### src/hdl/psc_pkg.sv
// Shared types and constants for the pressure sensor compensation pipeline
package psc_pkg;

  // APB register map: register index is paddr[4:2]
  localparam int unsigned AddrW = 5;
  localparam logic [2:0] REG_C1 = 3'd0;
  localparam logic [2:0] REG_C2 = 3'd1;
  localparam logic [2:0] REG_C3 = 3'd2;
  localparam logic [2:0] REG_C4 = 3'd3;
  localparam logic [2:0] REG_C5 = 3'd4;
  localparam logic [2:0] REG_C6 = 3'd5;

  // correction band codes
  localparam logic [1:0] BAND_NONE  = 2'd0;
  localparam logic [1:0] BAND_COLD  = 2'd1;
  localparam logic [1:0] BAND_FROST = 2'd2;

  // register stages from accepted start to result strobe
  localparam int unsigned PipeLatency = 11;

  // internal widths
  localparam int unsigned DtW   = 25;
  localparam int unsigned TempW = 20;
  localparam int unsigned T2W   = 18;
  localparam int unsigned OffW  = 40;
  localparam int unsigned SensW = 39;
  localparam int unsigned ToutW = 19;
  localparam int unsigned PresW = 27;

  // temperature thresholds (first-order TEMP, 0.01 degC)
  localparam logic signed [TempW-1:0] TempRef   = 20'sd2000;
  localparam logic signed [TempW-1:0] TempFrost = -20'sd1500;

  // same thresholds at output width
  localparam logic signed [ToutW-1:0] ToutRef   = 19'sd2000;
  localparam logic signed [ToutW-1:0] ToutFrost = -19'sd1500;

  // saturation limits
  localparam logic signed [ToutW-1:0] ToutMax = 19'sd262143;
  localparam logic signed [ToutW-1:0] ToutMin = -19'sd262144;
  localparam logic signed [PresW-1:0] PresMax = 27'sd67108863;
  localparam logic signed [PresW-1:0] PresMin = -27'sd67108864;

  typedef struct packed {
    logic [15:0] c1;
    logic [15:0] c2;
    logic [15:0] c3;
    logic [15:0] c4;
    logic [15:0] c5;
    logic [15:0] c6;
  } coef_t;

  // first-order results
  typedef struct packed {
    logic [23:0]              d1;
    logic signed [TempW-1:0]  temp;
    logic [T2W-1:0]           t2;
    logic signed [OffW-1:0]   off;
    logic signed [SensW-1:0]  sens;
  } first_t;

  // second-order corrected results
  typedef struct packed {
    logic [23:0]              d1;
    logic signed [OffW-1:0]   off;
    logic signed [SensW-1:0]  sens;
    logic signed [ToutW-1:0]  tout;
    logic [1:0]               band;
  } second_t;

endpackage

### src/hdl/psc_regs.sv
// Calibration coefficient registers behind an APB port
module psc_regs (
  input  logic                       clk_i,
  input  logic                       rst_ni,
  input  logic                       psel,
  input  logic                       penable,
  input  logic                       pwrite,
  input  logic [psc_pkg::AddrW-1:0]  paddr,
  input  logic [31:0]                pwdata,
  output logic [31:0]                prdata,
  output logic                       pready,
  output psc_pkg::coef_t             coef_o
);

  psc_pkg::coef_t coef_q;
  logic           wr_en;

  assign pready = 1'b1;
  assign wr_en  = psel && penable && pwrite;

  // register writes, indexes above C6 ignored
  always_ff @(posedge clk_i or negedge rst_ni) begin
    if (!rst_ni) begin
      coef_q <= '0;
    end else if (wr_en) begin
      unique case (paddr[4:2])
        psc_pkg::REG_C1: coef_q.c1 <= pwdata[15:0];
        psc_pkg::REG_C2: coef_q.c2 <= pwdata[15:0];
        psc_pkg::REG_C3: coef_q.c3 <= pwdata[15:0];
        psc_pkg::REG_C4: coef_q.c4 <= pwdata[15:0];
        psc_pkg::REG_C5: coef_q.c5 <= pwdata[15:0];
        psc_pkg::REG_C6: coef_q.c6 <= pwdata[15:0];
        default: ;
      endcase
    end
  end

  // read mux
  always_comb begin
    unique case (paddr[4:2])
      psc_pkg::REG_C1: prdata = {16'h0000, coef_q.c1};
      psc_pkg::REG_C2: prdata = {16'h0000, coef_q.c2};
      psc_pkg::REG_C3: prdata = {16'h0000, coef_q.c3};
      psc_pkg::REG_C4: prdata = {16'h0000, coef_q.c4};
      psc_pkg::REG_C5: prdata = {16'h0000, coef_q.c5};
      psc_pkg::REG_C6: prdata = {16'h0000, coef_q.c6};
      default:         prdata = 32'h0000_0000;
    endcase
  end

  assign coef_o = coef_q;

endmodule

### config.mk
export PLATFORM = sky130hd
export DESIGN_NAME = psc_regs
export DESIGN_NICKNAME = d
export VERILOG_FILES = /design/src/hdl/psc_pkg.sv /design/src/hdl/psc_regs.sv
export SDC_FILE = /design/constraint.sdc
export NUM_CORES = 1
export LEC_CHECK = 0
export BUFFER_PORTS_ARGS = -buffer_cell sky130_fd_sc_hd__buf_2
export CAP_MARGIN = 20
export CORE_ASPECT_RATIO = 1.1
export CORE_MARGIN = 2
export CORE_UTILIZATION = 50
export CTS_CLUSTER_SIZE = 14
export DETAILED_ROUTE_END_ITERATION = 8
export PLACE_DENSITY = 0.93
export SYNTH_ARGS = -nofsm -noshare
export SYNTH_HDL_FRONTEND = slang
export SYNTH_SLANG_ARGS = --single-unit
### constraint.sdc
create_clock -name clk_i -period 1.7 [get_ports clk_i]
set_clock_uncertainty 0.05 [all_clocks]
set_input_delay 0.34 -clock clk_i [delete_from_list [all_inputs] [get_ports clk_i]]
set_output_delay 0.34 -clock clk_i [all_outputs]
set_load 0.01 [all_outputs]
======== Word level (Yosys, flattened, before mapping) ========
Index checks and enable logic that the tools add are counted.
storage, ports and cells
  bits in registers ....................... 96
  logic and storage cells ................. 21
  input bits .............................. 42
  output and inout port bits .............. 129
operators by class
  multiplexer cells ....................... 1
  reduce and logical (&&, ||, !) cells .... 9
  equal/unequal tests ..................... 5
operator list
  operator            count
  $pmux 16 s6         1
  $reduce_and 2->1    6
  $eq 3x2->1 const B  2
  $eq 3x3->1 const B  2
  $eq 3x1->1 const B  1
  $logic_not 3->1     1
  $logic_and 1x1->1   2

======== Depth between registers and ports, before layout ========
Gate-level depths: netlist (run 1).
  depth in word-level cells ............... 3
  mapped depth ............................ 6
  gate-level depth less buffers ........... 3

======== Least setup slack after synthesis (run 1) ========
No wires, ideal clock.
  path kind ............................... input to output
  from .................................... input paddr[4] (netlist name)
  to ...................................... output prdata[10]
  slack ................................... -72 ps
  required time ........................... 1310 ps
  buffers on the path ..................... 2
  stages .................................. 5
  arrival time ............................ 1382 ps
  cell sequence ........................... clkbuf_2 -> nor2b_1 -> clkbuf_1 -> a221oi_1 -> a31oi_1
on the way
  word-level cells in the longest chain between the ends .. 2
  elaborated cells between the ends (all ways) .. 7
  those cells by class .................... eq/ne (5); mux (1); reduce/logical (1)
RTL lines
  item                                line            RTL
  start, declared                     psc_regs.sv:8   input logic [psc_pkg::AddrW-1:0] paddr,
  $eq 3x3->1 (tied with other cells)  psc_regs.sv:40  unique case (paddr[4:2])
  $pmux 16 s6 (*)                     psc_regs.sv:40
  end, declared                       psc_regs.sv:10  output logic [31:0] prdata,
Mark *: on every way between the ends. The rest lies on a longest branch, timed or not.

======== Final worst setup path (run 1) ========
  from .................................... register coef_q (netlist bit coef_o[58])
  to ...................................... output prdata[10]
on the way
  word-level cells in the longest chain between the ends .. 1
RTL lines
  item             line            RTL
  start, declared  psc_regs.sv:15  psc_pkg::coef_t coef_q;
  $pmux 16 s6      psc_regs.sv:40
No other way between the ends.

==> summary.md, run 1 <==
| Metric | Value |
|---|---|
| Via count normalized by instance count | `5.46` |
| Required time of the critical path | `1.31 ns` |
| #FFs+latches synth | `96` |
| Syn avg cell area | `13.7 um^2` |
| Clock root buffer | `clkbuf_8` |
| Power density cells | `1120 nW/um^2` |
| Total routing resource utilization after global routing | `27.1%` |
| Sequential fraction of the synthesis area | `52.2%` |
| Area growth from synthesis to layout | `38.5%` |
| Number of vias after detailed routing | `3600` |
| Hold Path Class | `primary input to register` |
| First-pass GRT wire length | `20200 um` |
| Startpoint Class | `register` |
| Number of buffers added by the clock tree synthesis step | `9` |
| Failing checks | `negative setup slack` |
| FF/Latch Area | `2400 um^2` |
| Endpoint class of the critical path | `primary output` |
| Antenna violations before repair | `0` |
| Final setup viols | `16` |
| Number of violations reported at the end of detailed-routing iteration 0 | `133` |
| Count of yosys warnings during synthesis | `0` |
| ANT cells | `0` |
| Pins over their slew limit | `0` |
| Proportion of layout cells with a drive suffix above 1 | `64.8%` |
| Initial core utilization | `51.6%` |
| Post-route non-filler standard cell count | `659` |
| Synth unique cells | `30` |
| Post-Route Hold Slack | `0.205 ns` |
| Via count of the first global-routing pass | `3747` |
| Shortest period the worst path allows | `1.92 ns` |
| CTS clock-pin slew for the worst setup and hold paths | `0.09 ns` |
| # port buffers | `135` |
| Outcome | `finished with violations` |
| Number of placement rows | `36` |
| Max-cap violations | `0` |
| Most used cells in the layout excluding fill and tap cells | `buf_2, dfrtp_1, mux2_2` |
| Total Die Area | `9990 um^2` |
| Clock Sinks | `96` |
| Syn Std Cell Area | `4600 um^2` |
| Crit share post-route | `113%` |
| Detail Placement HPWL | `8530 um` |
| IR Drop Worst-Case VDD | `0.000767 V` |
| Cell leakage power | `0.00330 uW` |
| CTS H-Tree Depth | `3` |
| Pre-Repair DR Iteration Count | `5` |
| Area of the core | `8920 um^2` |
| Top area cells in the synthesized netlist | `dfrtp_1, mux2_2, mux2i_1` |
| Fill cell instance count of the final layout | `588` |
| TritonCTS clock tree | `done` |
| Count of final hold-check violations | `0` |
| Area share of the largest cell type after synthesis | `52.2%` |
| Area of the multi-input gates | `2110 um^2` |
| Overflow left after global routing | `0` |
| Final RePlAce weighted congestion | `0.805` |
| Post-route antenna net violation count | `0` |
| Most common cell after layout, fill and taps aside | `buf_2` |
| RSZ-0062 raised after global routing | `yes` |
| Average wire per standard cell | `20.2 um` |
| Maximum number of buffers from clock root to sink | `2` |
| Later-pin clock latency in the skew report | `0.38 ns` |
| Worst endpoint data arrival time | `1.53 ns` |
| Final worst setup slack | `-0.216 ns` |
| Cell count after placement | `599` |
| CP Class | `register to primary output` |
| Cells after Synth | `335` |
| Routed WL | `13300 um` |
| Max FFs per register | `96` |
| NumNets Final | `582` |
| Cell type contributing the most total cell area after synthesis | `dfrtp_1` |
| Pin count of the biggest net entering global routing | `41` |
| Chip Height | `105 um` |
| Max frequency | `522 MHz` |
| Slack of the worst reg-to-reg path | `0.57 ns` |
| Width of the die | `95.5 um` |
| Post-detailed-route DRC marker count | `0` |
| Maximum net fanout on the critical path | `2` |
| Number of ports placed on the die boundary | `171` |
## final timing paths
| check | start | to | depth (start not counted) |
|---|---|---|---|
| worst max-delay path | coef_o[58] | prdata[10] | 4 |
| worst min-delay path | pwdata[6] | coef_o[86] | 2 |
| worst max register to register | coef_o[88] | coef_o[88] | 3 |
| worst min register to register | coef_o[95] | coef_o[95] | 1 |
| max in group asynchronous | rst_ni | coef_o[22] | 3 |
| min in group asynchronous | rst_ni | coef_o[33] | 2 |
## cell usage after synthesis (all sizes together)
cell / instances
buf: 32
nor3: 2
a221o: 2
a311o: 2
nor2b: 1
o221ai: 6
dfrtp: 96
nand2: 12
nand4: 1
a21oi: 2
nand3: 2
clkbuf: 5
a211oi: 2
nand4b: 1
or3: 6
nand2b: 2
a221oi: 6
conb: 2
nor2: 10
mux2i: 26
a31oi: 6
mux2: 108
o21ai: 2
inv: 1
## critical path, cell delays in order (launching register included)
cell and delay (ns):
dfrtp_1 0.40, mux2_4 0.27, a221oi_2 0.24, a31oi_1 0.09, buf_2 0.15
## power by group
part,switching [uW],leakage (uW),internal [uW]
logic,1030,0.00194,1180
clock network,805,0.000133,1100
registers,330,0.00123,2730
## layer usage
| metal | up-vias | wire (um) | global-route usage [%] |
|---|---|---|---|
| li1 | 1600 | - | - |
| met1 | 1820 | 5330 | 34.7 |
| met2 | 150 | 6710 | 43.5 |
| met3 | 30 | 845 | 5.48 |
| met4 | 0 | 408 | 13.1 |
| met5 | - | 0 | 0 |
## timing repair
action,CTS,global route
hold endpoints to repair,20,0
hold buffers,1,0
setup endpoints to repair,16,16
pin swaps,3,6
buffers inserted,31,12
cloned,0,0
gates resized for setup,22,3
## per-stage QoR
stage | util, % | setup slack (ns) | setup TNS [ns] | power, uW | instance area [um^2]
floorplan | - | 0.0112 | 0 | 4040 | 4670
global placement | 63.4 | -0.145 | -8.72 | 4780 | 5660
detailed placement | 63.4 | -0.183 | -11.00 | 4890 | 5660
CTS | 70.4 | -0.230 | -1.92 | 7040 | 6270
global route | 71.5 | -0.279 | -3.24 | 7510 | 6380
finish | 71.5 | -0.216 | -2.24 | 7170 | 6380
## kinds of logic (layout without fill, tap and decap cells)
kind of cell,after synthesis,after routing,share of synthesized area (%)
AO/OA/AOI/OAI,28,28,4.73
buffers and inverters,38,233,5.57
flip-flops,96,96,52.2
multiplexers,134,134,32.1
other,2,17,0.163
AND/OR/NAND/NOR,37,37,5.27
## cell type report
cell class	count	share of cell area [%]
Clock buffer	12	2.59
Multi-Input combinational cell	216	33.1
Timing Repair Buffer	216	22.8
Inverter	1	0.0589
Sequential cell	96	37.7
Clock inverter	4	1.55
Tap cell	114	2.24
No activity file was read; power rests on OpenSTA's default activity.
==> run 2: changes to the inputs <==
Settings changed: CORE_MARGIN 2 to not set.
Clock period 1.7 ns to 2.1 ns, I/O delays scaled along.
==> run 2 against run 1 <==
Compared with the run above:
- the run now ends clean
- design area fell by 9.6%
- clock power is 32% lower
- wire length down 10%
- register-to-register slack improved by 0.65 ns
- first-iteration DRC count up 0.75%
- count of clock-buffer cells in the layout fell by 2
- setup slack improved by 0.27 ns
- die area is 4.0% lower
- critical path depth grew 2
- sequential power is 18% lower
- non-clock buffer count is 46 lower
- global-route usage fell by 1.4 points
- critical endpoint is now prdata[6]
- largest cell class unchanged
==> summary.md, run 2 (synthesis gave the netlist of run 1 again) <==
| Metric | Value |
|---|---|
| Total Die Area | `9590 um^2 (was 9990 um^2)` |
| Post-detailed-route DRC marker count | `0 (unchanged)` |
| Overflow left after global routing | `0 (unchanged)` |
| Pin count of the biggest net entering global routing | `48 (was 41)` |
| Chip Height | `103 um (was 105 um)` |
| IR Drop Worst-Case VDD | `0.000560 V (was 0.000767 V)` |
| Reg2Reg Launch Point | `coef_o[90] (was coef_o[88])` |
| Critical path cell sequence | `buf_4, buf_12, mux2_2, a221oi_2, a31oi_1, buf_2 (was mux2_4, a221oi_2, a31oi_1, buf_2)` |
| CTS clock-pin slew for the worst setup and hold paths | `0.08 ns (was 0.09 ns)` |
| Number of buffers added by the clock tree synthesis step | `9 (unchanged)` |
| Worst stage delay on the critical path | `0.35 ns (was 0.40 ns)` |
| Cell leakage power | `0.00297 uW (was 0.00330 uW)` |
| Detail Placement HPWL | `8720 um (was 8530 um)` |
| Cell count of the worst hold path | `2 (unchanged)` |
| Number of ports placed on the die boundary | `171 (unchanged)` |
| Pre-Repair DR Iteration Count | `6 (was 5)` |
| Width of the die | `93.5 um (was 95.5 um)` |
| Max-cap violations | `0 (unchanged)` |
| Later-pin clock latency in the skew report | `0.35 ns (was 0.38 ns)` |
| Startpoint Class | `primary input (was register)` |
| Total negative slack for setup checks | `0 ns (was -2.24 ns)` |
| Crit share post-route | `97.3%` |
| Average wire per standard cell | `19.5 um (was 20.2 um)` |
| Post-route antenna net violation count | `0 (unchanged)` |
| Most common cell after layout, fill and taps aside | `buf_2 (unchanged)` |
| Via count normalized by instance count | `5.56 (was 5.46)` |
| Power density cells | `903 nW/um^2 (was 1120 nW/um^2)` |
| Endpoint class of the critical path | `primary output (unchanged)` |
| Most used cells in the layout excluding fill and tap cells | `buf_2, mux2_2, dfrtp_1 (was buf_2, dfrtp_1, mux2_2)` |
| Number of placement rows | `36 (unchanged)` |
| Shortest period the worst path allows | `2.04 ns` |
| Total routing resource utilization after global routing | `25.6% (was 27.1%)` |
| NumNets Final | `536 (was 582)` |
| Hold Path Class | `primary input to register (unchanged)` |
| Final RePlAce weighted congestion | `0.781 (was 0.805)` |
| Proportion of layout cells with a drive suffix above 1 | `58.6% (was 64.8%)` |
| Outcome | `completed (was finished with violations)` |
| Max frequency | `489 MHz` |
| Final setup viols | `0 (was 16)` |
| # port buffers | `135 (unchanged)` |
| Clock Sinks | `96 (unchanged)` |
| Clock root buffer | `clkbuf_8 (unchanged)` |
| Critical Path Start | `paddr[3] (was coef_o[58])` |
| CP Class | `primary input to primary output (was register to primary output)` |
| Cell count after placement | `596 (was 599)` |
| Cells on worst reg2reg path | `1 (was 3)` |
| Area growth from synthesis to layout | `25.3% (was 38.5%)` |
| First-pass GRT wire length | `18300 um (was 20200 um)` |
| Initial core utilization | `51.6% (unchanged)` |
| Min-delay src | `pwdata[13] (was pwdata[6])` |
| Max FFs per register | `96 (unchanged)` |
| Worst endpoint data arrival time | `1.57 ns (was 1.53 ns)` |
| Area of the core | `8920 um^2 (unchanged)` |
| ANT cells | `0 (unchanged)` |
| Via count of the first global-routing pass | `3397 (was 3747)` |
| Post-Route Hold Slack | `0.303 ns (was 0.205 ns)` |
| Pins over their slew limit | `0 (unchanged)` |
| Required time of the critical path | `1.63 ns (was 1.31 ns)` |
| Routed WL | `11900 um (was 13300 um)` |
| RR Endpoint | `coef_o[90] (was coef_o[88])` |
| Number of vias after detailed routing | `3397 (was 3600)` |
| Number of violations reported at the end of detailed-routing iteration 0 | `134 (was 133)` |
| Antenna violations before repair | `0 (unchanged)` |
| TritonCTS clock tree | `done (unchanged)` |
| Endpoint with the worst hold slack | `coef_o[93] (was coef_o[86])` |
| Max stage delay cell, worst path | `mux2_2 (was dfrtp_1)` |
| CTS H-Tree Depth | `3 (unchanged)` |
| Post-route non-filler standard cell count | `611 (was 659)` |
| Utilization of the core after routing | `64.6% (was 71.5%)` |
| Count of final hold-check violations | `0 (unchanged)` |
| Slack of the worst reg-to-reg path | `1.22 ns (was 0.57 ns)` |
| Maximum number of buffers from clock root to sink | `2 (unchanged)` |
| RSZ-0062 raised after global routing | `no (was yes)` |
| Maximum net fanout on the critical path | `10 (was 2)` |
-- run 2: cell count changes in the layout (fill, tap and decap cells not counted), moves of 3 or more --
cell / change
buf_4: -35
buf_12: -8
o221ai_1: +5
o221ai_2: -5
a221oi_1: +4
a221oi_2: -4
mux2_2: +4
mux2_4: -4
buf_6: -3
-- run 2: cell type report --
| cell class | instances | area, um^2 |
|---|---|---|
| Clock inverter | 4 | 70.1 |
| Sequential cell | 96 | 2400 |
| Inverter | 1 | 3.75 |
| Fill cell | 684 | 3150 |
| Timing Repair Buffer | 170 | 996 |
| Clock buffer | 10 | 138 |
| Tap cell | 114 | 143 |
| Multi-Input combinational cell | 216 | 2010 |
-- run 2: where the power goes --
part           internal (uW)  leakage [uW]  switching (uW)
Combinational            717       0.00163             701
Clock                    687      0.000108             604
Sequential              2210       0.00123             288
Total                   3610       0.00297            1590
-- run 2: per-layer routing --
metal | routed length (um) | vias up | global-route usage (%) | share of wire (%)
li1 | - | 1511 | - | -
met1 | 5250 | 1743 | 33.9 | 44
met2 | 5930 | 129 | 42.6 | 50
met3 | 583 | 14 | 4.79 | 4.9
met4 | 153 | 0 | 9.35 | 1.3
met5 | 0 | - | 0 | 0
-- run 2: critical path, delay by kind of cell --
kind | cells | cell delay, ns
muxes | 1 | 0.35
AOI/OAI and AO/OA | 2 | 0.33
buffers and inverters | 3 | 0.47
-- run 2: per-stage QoR --
step / setup slack [ns] / cell area (um^2) / power [uW]
after floorplan: 0.168 / 4660 / 3260
after global placement: 0.0181 / 5530 / 3860
after detailed placement: -0.00618 / 5530 / 3940
after CTS: 0.0679 / 5760 / 5230
after global routing: 0.0114 / 5770 / 5460
final: 0.0565 / 5770 / 5210
-- run 2: how the worst max path moves through the flow --
stage                     slack [ns]    endpoint  cells past startpoint
after global routing            0.01   prdata[6]                      6
final                           0.06   prdata[6]                      6
after global placement          0.02  prdata[11]                      6
after floorplan                 0.17  prdata[10]                      5
after detailed placement      -0.006  prdata[11]                      6
after CTS                       0.07   prdata[6]                      6
-- run 2: repair_timing --
action | CTS | global route
buffers inserted | 0 | 0
gates resized for setup | 2 | 1
hold endpoints to repair | 31 | 0
hold buffers | 1 | 0
endpoints found under the setup margin | 2 | 1
